File: src/rtl/e2cal_pkg.sv
// Package for the epoch seconds to calendar converter.
// Holds the channel item types, calendar constants and the month table.
// No dependencies.
`default_nettype none

package e2cal_pkg;

    typedef struct packed {
        logic [31:0] whole_seconds;
        logic [31:0] second_fraction;
    } t_in_item;

    typedef struct packed {
        logic [11:0] year;
        logic [3:0]  month;
        logic [4:0]  day_of_month;
        logic [4:0]  hour;
        logic [5:0]  minute;
        logic [5:0]  second;
        logic [31:0] fraction_out;
    } t_out_item;

    localparam logic [31:0] LastSecond   = 32'd4102444799;
    localparam logic [16:0] SecsPerDay   = 17'd86400;
    localparam logic [10:0] DaysPerCycle = 11'd1461;
    localparam logic [11:0] SecsPerHour  = 12'd3600;
    localparam logic [5:0]  SecsPerMin   = 6'd60;
    localparam logic [11:0] BaseYear     = 12'd1970;
    localparam logic [5:0]  LastMonth    = 6'd47;   // last entry of the 48-month cycle

    // Quotient widths of the restoring divisions
    localparam int DayQBits  = 16;  // days since epoch, < 47483
    localparam int CycQBits  = 6;   // four-year cycles, <= 32
    localparam int HourQBits = 5;   // hours, < 24
    localparam int MinQBits  = 6;   // minutes, < 60

    // Year within the four-year cycle for a month index 0..47
    function automatic logic [1:0] year_in_cycle(input logic [5:0] mon);
        logic [1:0] yr;
        if (mon >= 6'd36) begin
            yr = 2'd3;
        end else if (mon >= 6'd24) begin
            yr = 2'd2;
        end else if (mon >= 6'd12) begin
            yr = 2'd1;
        end else begin
            yr = 2'd0;
        end
        return yr;
    endfunction

    // Month of year (0 = January) for a month index 0..47
    function automatic logic [3:0] month_in_year(input logic [5:0] mon);
        logic [5:0] m;
        m = mon - 6'(6'd12 * {4'b0, year_in_cycle(mon)});
        return m[3:0];
    endfunction

    // Month length table; third year of the cycle is the leap year
    function automatic logic [4:0] month_len(input logic [5:0] mon);
        logic [4:0] len;
        case (month_in_year(mon)) inside
            4'd1: begin
                len = (year_in_cycle(mon) == 2'd2) ? 5'd29 : 5'd28;
            end
            4'd3, 4'd5, 4'd8, 4'd10: begin
                len = 5'd30;
            end
            default: begin
                len = 5'd31;
            end
        endcase
        return len;
    endfunction

endpackage

`default_nettype wire

File: src/rtl/epoch_seconds_to_calendar_unit.sv
// Converts seconds since 1970-01-01 00:00:00 plus a 32-bit binary fraction
// into year, month, day, hour, minute and second; the fraction passes through.
// One item is in work at a time. The conversion runs in steps, where k (0..47) is
// the month index within the four-year cycle: 16 steps for the day split, 6 for
// the cycle split, k + 1 for the month walk, 5 for hours, 6 for minutes and one
// to load the output register. All division and walk steps go through a single
// 32-bit subtract-and-compare unit. The result waits in the output register; a
// new item is taken once the unit has handed its result over. Seconds past
// 2099-12-31 23:59:59 are clamped to that second.
// Depends on e2cal_pkg.
`default_nettype none

module epoch_seconds_to_calendar_unit (
    input  wire                  i_clk,
    input  wire                  i_rst_n,
    input  wire                  i_in_valid,
    output logic                 o_in_ready,
    input  e2cal_pkg::t_in_item  i_in_item,
    output logic                 o_out_valid,
    input  wire                  i_out_ready,
    output e2cal_pkg::t_out_item o_out_item
);
    import e2cal_pkg::*;

    typedef enum logic [2:0] {
        S_IDLE,
        S_DAYS,
        S_CYCLE,
        S_WALK,
        S_HOUR,
        S_MIN,
        S_OUT
    } t_state;

    localparam logic [31:0] DayDen  = 32'({15'b0, SecsPerDay} << (DayQBits - 1));
    localparam logic [31:0] CycDen  = 32'({21'b0, DaysPerCycle} << (CycQBits - 1));
    localparam logic [31:0] HourDen = 32'({20'b0, SecsPerHour} << (HourQBits - 1));
    localparam logic [31:0] MinDen  = 32'({26'b0, SecsPerMin} << (MinQBits - 1));

    t_state      r_state;
    logic [31:0] r_acc;
    logic [31:0] r_den;
    logic [15:0] r_q;
    logic [3:0]  r_cnt;
    logic [16:0] r_tod;
    logic [5:0]  r_cycle;
    logic [5:0]  r_mon;
    logic [4:0]  r_day;
    logic [4:0]  r_hour;
    logic [5:0]  r_minute;
    logic [5:0]  r_second;
    logic [31:0] r_frac;
    logic        r_out_valid;
    t_out_item   r_out;

    logic [31:0] sub_b;
    logic [32:0] diff;
    logic        ge;
    logic [31:0] step_acc;
    logic [15:0] step_q;
    logic        last_step;
    logic        in_fire;

    // Shared subtract/compare unit
    always_comb begin
        sub_b     = (r_state == S_WALK) ? {27'b0, month_len(r_mon)} : r_den;
        diff      = {1'b0, r_acc} - {1'b0, sub_b};
        ge        = ~diff[32];
        step_acc  = ge ? diff[31:0] : r_acc;
        step_q    = {r_q[14:0], ge};
        last_step = (r_cnt == 4'd0);
    end

    assign o_in_ready  = (r_state == S_IDLE);
    assign in_fire     = i_in_valid & o_in_ready;
    assign o_out_valid = r_out_valid;
    assign o_out_item  = r_out;

    always_ff @(posedge i_clk) begin
        if (!i_rst_n) begin
            r_state     <= S_IDLE;
            r_out_valid <= 1'b0;
        end else begin
            if (r_out_valid && i_out_ready) begin
                r_out_valid <= 1'b0;
            end
            case (r_state)
                S_IDLE: begin
                    if (in_fire) begin
                        r_acc   <= (i_in_item.whole_seconds > LastSecond) ?
                                   LastSecond : i_in_item.whole_seconds;
                        r_frac  <= i_in_item.second_fraction;
                        r_den   <= DayDen;
                        r_q     <= '0;
                        r_cnt   <= 4'(DayQBits - 1);
                        r_state <= S_DAYS;
                    end
                end
                S_DAYS: begin
                    r_acc <= step_acc;
                    r_q   <= step_q;
                    r_den <= r_den >> 1;
                    r_cnt <= r_cnt - 4'd1;
                    if (last_step) begin
                        // remainder is the second of day, quotient the day count
                        r_tod   <= step_acc[16:0];
                        r_acc   <= {16'b0, step_q};
                        r_den   <= CycDen;
                        r_q     <= '0;
                        r_cnt   <= 4'(CycQBits - 1);
                        r_state <= S_CYCLE;
                    end
                end
                S_CYCLE: begin
                    r_acc <= step_acc;
                    r_q   <= step_q;
                    r_den <= r_den >> 1;
                    r_cnt <= r_cnt - 4'd1;
                    if (last_step) begin
                        r_cycle <= step_q[5:0];
                        r_mon   <= '0;
                        r_state <= S_WALK;
                    end
                end
                S_WALK: begin
                    if (ge && r_mon != LastMonth) begin
                        r_acc <= diff[31:0];
                        r_mon <= r_mon + 6'd1;
                    end else begin
                        r_day   <= r_acc[4:0];
                        r_acc   <= {15'b0, r_tod};
                        r_den   <= HourDen;
                        r_q     <= '0;
                        r_cnt   <= 4'(HourQBits - 1);
                        r_state <= S_HOUR;
                    end
                end
                S_HOUR: begin
                    r_acc <= step_acc;
                    r_q   <= step_q;
                    r_den <= r_den >> 1;
                    r_cnt <= r_cnt - 4'd1;
                    if (last_step) begin
                        r_hour  <= step_q[4:0];
                        r_den   <= MinDen;
                        r_q     <= '0;
                        r_cnt   <= 4'(MinQBits - 1);
                        r_state <= S_MIN;
                    end
                end
                S_MIN: begin
                    r_acc <= step_acc;
                    r_q   <= step_q;
                    r_den <= r_den >> 1;
                    r_cnt <= r_cnt - 4'd1;
                    if (last_step) begin
                        r_minute <= step_q[5:0];
                        r_second <= step_acc[5:0];
                        r_state  <= S_OUT;
                    end
                end
                S_OUT: begin
                    // hold until the output register is free
                    if (!r_out_valid || i_out_ready) begin
                        r_out.year         <= BaseYear + {4'b0, r_cycle, 2'b00}
                                              + {10'b0, year_in_cycle(r_mon)};
                        r_out.month        <= month_in_year(r_mon) + 4'd1;
                        r_out.day_of_month <= r_day + 5'd1;
                        r_out.hour         <= r_hour;
                        r_out.minute       <= r_minute;
                        r_out.second       <= r_second;
                        r_out.fraction_out <= r_frac;
                        r_out_valid        <= 1'b1;
                        r_state            <= S_IDLE;
                    end
                end
                default: begin
                    r_state <= S_IDLE;
                end
            endcase
        end
    end

    a_start_days: assert property (@(posedge i_clk) disable iff (!i_rst_n)
        in_fire |=> (r_state == S_DAYS) && (r_cnt == 4'(DayQBits - 1)))
        else $error("item accepted but day split not started");

    a_walk_bounded: assert property (@(posedge i_clk) disable iff (!i_rst_n)
        (r_state == S_WALK) |-> (r_acc < 32'd1461) && (r_mon <= LastMonth))
        else $error("month walk out of range");

    a_minute_rem: assert property (@(posedge i_clk) disable iff (!i_rst_n)
        (r_state == S_MIN) |-> (r_acc < 32'd3600))
        else $error("minute split remainder too large");

    a_valid_from_out: assert property (@(posedge i_clk) disable iff (!i_rst_n)
        $rose(o_out_valid) |-> $past(r_state == S_OUT))
        else $error("result presented without finishing conversion");

    a_result_range: assert property (@(posedge i_clk) disable iff (!i_rst_n)
        o_out_valid |-> (o_out_item.month >= 4'd1) && (o_out_item.month <= 4'd12)
                        && (o_out_item.day_of_month != 5'd0)
                        && (o_out_item.hour < 5'd24) && (o_out_item.minute < 6'd60)
                        && (o_out_item.second < 6'd60))
        else $error("result field out of range");

endmodule

`default_nettype wire

File: config.mk
export PLATFORM = sky130hd
export DESIGN_NAME = epoch_seconds_to_calendar_unit
export DESIGN_NICKNAME = d
export VERILOG_FILES = /design/src/rtl/e2cal_pkg.sv /design/src/rtl/epoch_seconds_to_calendar_unit.sv
export SDC_FILE = /design/constraint.sdc
export NUM_CORES = 1
export LEC_CHECK = 0
export BUFFER_PORTS_ARGS = -buffer_cell sky130_fd_sc_hd__buf_2
export CORE_MARGIN = 2
export CORE_UTILIZATION = 60
export DETAILED_ROUTE_END_ITERATION = 6
export PLACE_DENSITY_LB_ADDON = 0.25
export SYNTH_ARGS = -nofsm -noshare
export SYNTH_HDL_FRONTEND = slang
export SYNTH_SLANG_ARGS = --single-unit
File: constraint.sdc
create_clock -name i_clk -period 21.2 [get_ports i_clk]
set_input_delay 5.3 -clock i_clk [delete_from_list [all_inputs] [get_ports i_clk]]
set_output_delay 5.3 -clock i_clk [all_outputs]
set_load 0.03 [all_outputs]
==> results_dict.tcl <==
set metrics [dict create \
    place_hpwl_um 19700 \
    fmaxAchievable_ghz 0.133 \
    synth_fp_nets 1109 \
    netlist.area_leader.share_pct 59.7 \
    synth_area_per_cell_um2 11.9 \
    worstSkewPairLatency_ns 0.53 \
    postRouteWirelength_um 28000 \
    antenna_cells 0 \
    fin_skew_ns 0.0144 \
    fraction_of_final_layout_cells_with_drive_strength_greater_than_1_pct 19.5 \
    grt_antenna_before_repair 0 \
    grt_first_pass_wirelength_um 43300 \
    cts_htree_levels 1 \
    cts_buffers 25 \
    timing_worst_slew_pin_value_ns 1.16 \
    numClockSinks 240 \
    worst-endpoint-arrival_ns 7.89 \
    ant_nets 0 \
    tns_ns 0 \
    peakVddDrop_mv 0.0634 \
    final_core_utilization_pct 70.3 \
    post_synth_edffs 236 \
    groute.layer.met1.usage_pct 35.0 \
    path_cells "buf_2 > or4_1 > o21ai_0 > o211ai_1 > a21oi_1 > nor2_1 > nor2_1 > a222oi_1 > o211ai_1" \
    grtUsageMet2_pct 47.0 \
    crit_slowest_cell "sky130_fd_sc_hd__nor2_1" \
    synthesis.area_mm2 0.0119 \
    number_of_primary_i_o_pins 140 \
    power_per_cell_area_mw_per_mm2 86.7 \
    setup_viol 0 \
    grt_remaining_overflow 0 \
    path_buf_inv 1 \
    synth-warning-count 0 \
    layout_min_cycle_time_ns 7.53 \
    synth-seq-area-share_pct 60.4 \
    fp.dieArea_mm2 0.0209 \
    cts_buffer_depth 3 \
    io_buffers 139 \
    grtUsageMet3_pct 4.34 \
    remaining_drc_errors 0 \
    die_width_um 145 \
    die_height_um 145 \
    placeableCoreArea_mm2 0.0195 \
    yosys.area.top_type "sky130_fd_sc_hd__edfxtp_1" \
    detailroute.via_count 8535 \
    timing.setup.critical_path_class "in2reg" \
    mostFrequentLayoutCells "236 x sky130_fd_sc_hd__edfxtp_1, 139 x sky130_fd_sc_hd__buf_2, 111 x sky130_fd_sc_hd__nand2_1" \
    cell_types_with_the_largest_area_share_after_synthesis "sky130_fd_sc_hd__edfxtp_1 60%, sky130_fd_sc_hd__ha_1 4.5%, sky130_fd_sc_hd__nand2_1 3.5%" \
    routed_wire_length_per_instance_um 19.8 \
    global_route.usage.total_pct 27.0 \
    ctsRootBufferMaster "sky130_fd_sc_hd__clkbuf_16" \
    cpLargestDelayFamily "simple AND/OR/NAND/NOR gates" \
    post-cts-setup-buffer-count 0 \
    synth.distinct_cells 77 \
    grt_max_degree 71 \
    ys.flop_type "sky130_fd_sc_hd__edfxtp_1" \
    cts_tree "done" \
    slew_headroom_pct 22.5 \
    synthArstFlopShare_pct 0 \
    cts_hold_buffers 0 \
    drtPass1Iterations 5 \
    global_route.peak_usage_layer "met2" \
    status "completed" \
    synth-seq-cells 240 \
    p_leak_nw 5.25 \
    core.rowCount 51 \
    cts_resized 0 \
    hold_path.class "reg2reg" \
    cp_data_required_time_ns 21.56 \
    post_cts_clock_slew_at_the_launch_and_capture_registers_of_the_worst_setup_and_hold_paths_ns 0.06 \
    initial_core_utilization_pct 61.0 \
    drt_iter0_markers 808 \
    cap_viol_max_count 0 \
    setup.worst_path.end_class "register" \
    grt_setup_unrepaired "no" \
    synthToLayoutAreaGrowth_pct 15.3 \
    critPathLaunchType "primary input" \
    final-max-slew-violation-count 0 \
    grt_pass1_vias 8127 \
    finalHoldViolCount 0 \
    gp_routability_congestion 0.901 \
    detail_route.vias_per_cell 6.02 \
    final_nets 1246 \
    min_period_over_period_pct 35.5 \
    critPathMaxFanout 10 \
    postSynthCellCount 997 \
    worst_path_max_stage_delay_ns 0.68 \
    layout_commonest_cell "sky130_fd_sc_hd__edfxtp_1" \
]
[power breakdown]
group | internal, mW | total [mW] | switching (mW) | leakage [nW]
logic | 0.0640 | 0.168 | 0.104 | 2.59
registers | 0.541 | 0.553 | 0.0113 | 2.22
clock network | 0.280 | 0.466 | 0.186 | 0.435
total | 0.885 | 1.19 | 0.301 | 5.25
[cell families (layout without fill, tap and decap cells)]
group / count (synthesis) / count (layout) / share of synthesized area (%)
flip-flops: 240 / 240 / 60.4
AND/OR/NAND/NOR: 315 / 315 / 13.1
AO/OA/AOI/OAI: 271 / 271 / 14.8
multiplexers: 14 / 14 / 1.27
buffers and inverters: 69 / 225 / 2.46
XOR/XNOR: 44 / 44 / 3.25
adder cells (fa/ha/maj): 44 / 44 / 4.70
[Yosys cell counts (3+ instances only)]
cell type / number
sky130_fd_sc_hd__o211ai_1: 18
sky130_fd_sc_hd__o311ai_0: 4
sky130_fd_sc_hd__a21boi_0: 8
sky130_fd_sc_hd__edfxtp_1: 236
sky130_fd_sc_hd__a41oi_1: 7
sky130_fd_sc_hd__o21ai_0: 60
sky130_fd_sc_hd__o21bai_1: 3
sky130_fd_sc_hd__nor2_1: 60
sky130_fd_sc_hd__buf_2: 4
sky130_fd_sc_hd__a21oi_1: 76
sky130_fd_sc_hd__a31oi_1: 16
sky130_fd_sc_hd__dfxtp_1: 4
sky130_fd_sc_hd__mux2i_1: 6
sky130_fd_sc_hd__buf_4: 3
sky130_fd_sc_hd__ha_1: 43
sky130_fd_sc_hd__nor3_1: 10
sky130_fd_sc_hd__a221oi_1: 7
sky130_fd_sc_hd__mux2_2: 8
sky130_fd_sc_hd__inv_1: 27
sky130_fd_sc_hd__nand2_1: 111
sky130_fd_sc_hd__nand4_1: 7
sky130_fd_sc_hd__and3_1: 11
sky130_fd_sc_hd__clkbuf_1: 29
sky130_fd_sc_hd__nand2b_1: 11
sky130_fd_sc_hd__xor2_1: 23
sky130_fd_sc_hd__or2_2: 6
sky130_fd_sc_hd__a22o_1: 3
sky130_fd_sc_hd__o21a_1: 5
sky130_fd_sc_hd__a22oi_1: 9
sky130_fd_sc_hd__or3_1: 5
sky130_fd_sc_hd__a221o_1: 4
sky130_fd_sc_hd__and2_1: 10
sky130_fd_sc_hd__xnor2_1: 21
sky130_fd_sc_hd__nand3b_1: 6
sky130_fd_sc_hd__nand3_1: 26
sky130_fd_sc_hd__nor2b_1: 37
sky130_fd_sc_hd__a21o_1: 21
[metrics by stage]
step	hold WS [ns]	setup slack (ns)	area (um^2)	std cells	total power, mW
finish	0.416	13.67	13700	1418	1.19
global route	0.422	13.49	13700	1418	1.23
CTS	0.419	13.72	13700	1418	1.19
detailed placement	0.405	13.19	12800	1372	0.726
global placement	0.400	13.30	12800	1372	0.722
floorplan	0.400	9.86	11900	997	0.678
[area by class of cell]
| type | instances | area [um^2] |
|---|---|---|
| inverter | 29 | 109 |
| multi-input combinational | 688 | 4420 |
| fill | 1438 | 5780 |
| clock inverter | 19 | 246 |
| timing repair buffer | 150 | 778 |
| tap | 265 | 332 |
| sequential | 240 | 7170 |
| clock buffer | 27 | 633 |
[metal layers]
metal	wire length, um	part of all wire (%)
met5	0	0
met2	14300	51
met3	1750	6.2
met1	11100	40
met4	862	3.1
[flip-flops by register name, indices dropped and copies added, names as in the netlist, 5 cells and up]
register,cells
o_out_item,70
r_acc,32
r_den,32
r_frac,32
r_tod,17
r_q,15
r_cycle,6
r_minute,6
r_mon,6
r_second,6
r_day,5
r_hour,5
[worst paths after layout]
path                                                  to  cells after the start                   start  slack (ns)
worst max-delay path                 r_acc[15]$_DFFE_PP_                      9           i_in_item[54]       13.67
worst min register to register  o_out_item[10]$_DFFE_PP_                      0    r_frac[10]$_DFFE_PP_        0.42
worst max register to register    r_mon[4]$_SDFFCE_PN0P_                     19  r_mon[3]$_SDFFCE_PN0P_       14.60
worst min-delay path            o_out_item[10]$_DFFE_PP_                      0    r_frac[10]$_DFFE_PP_        0.42
Note: power is estimated with default switching activity, not from simulation.
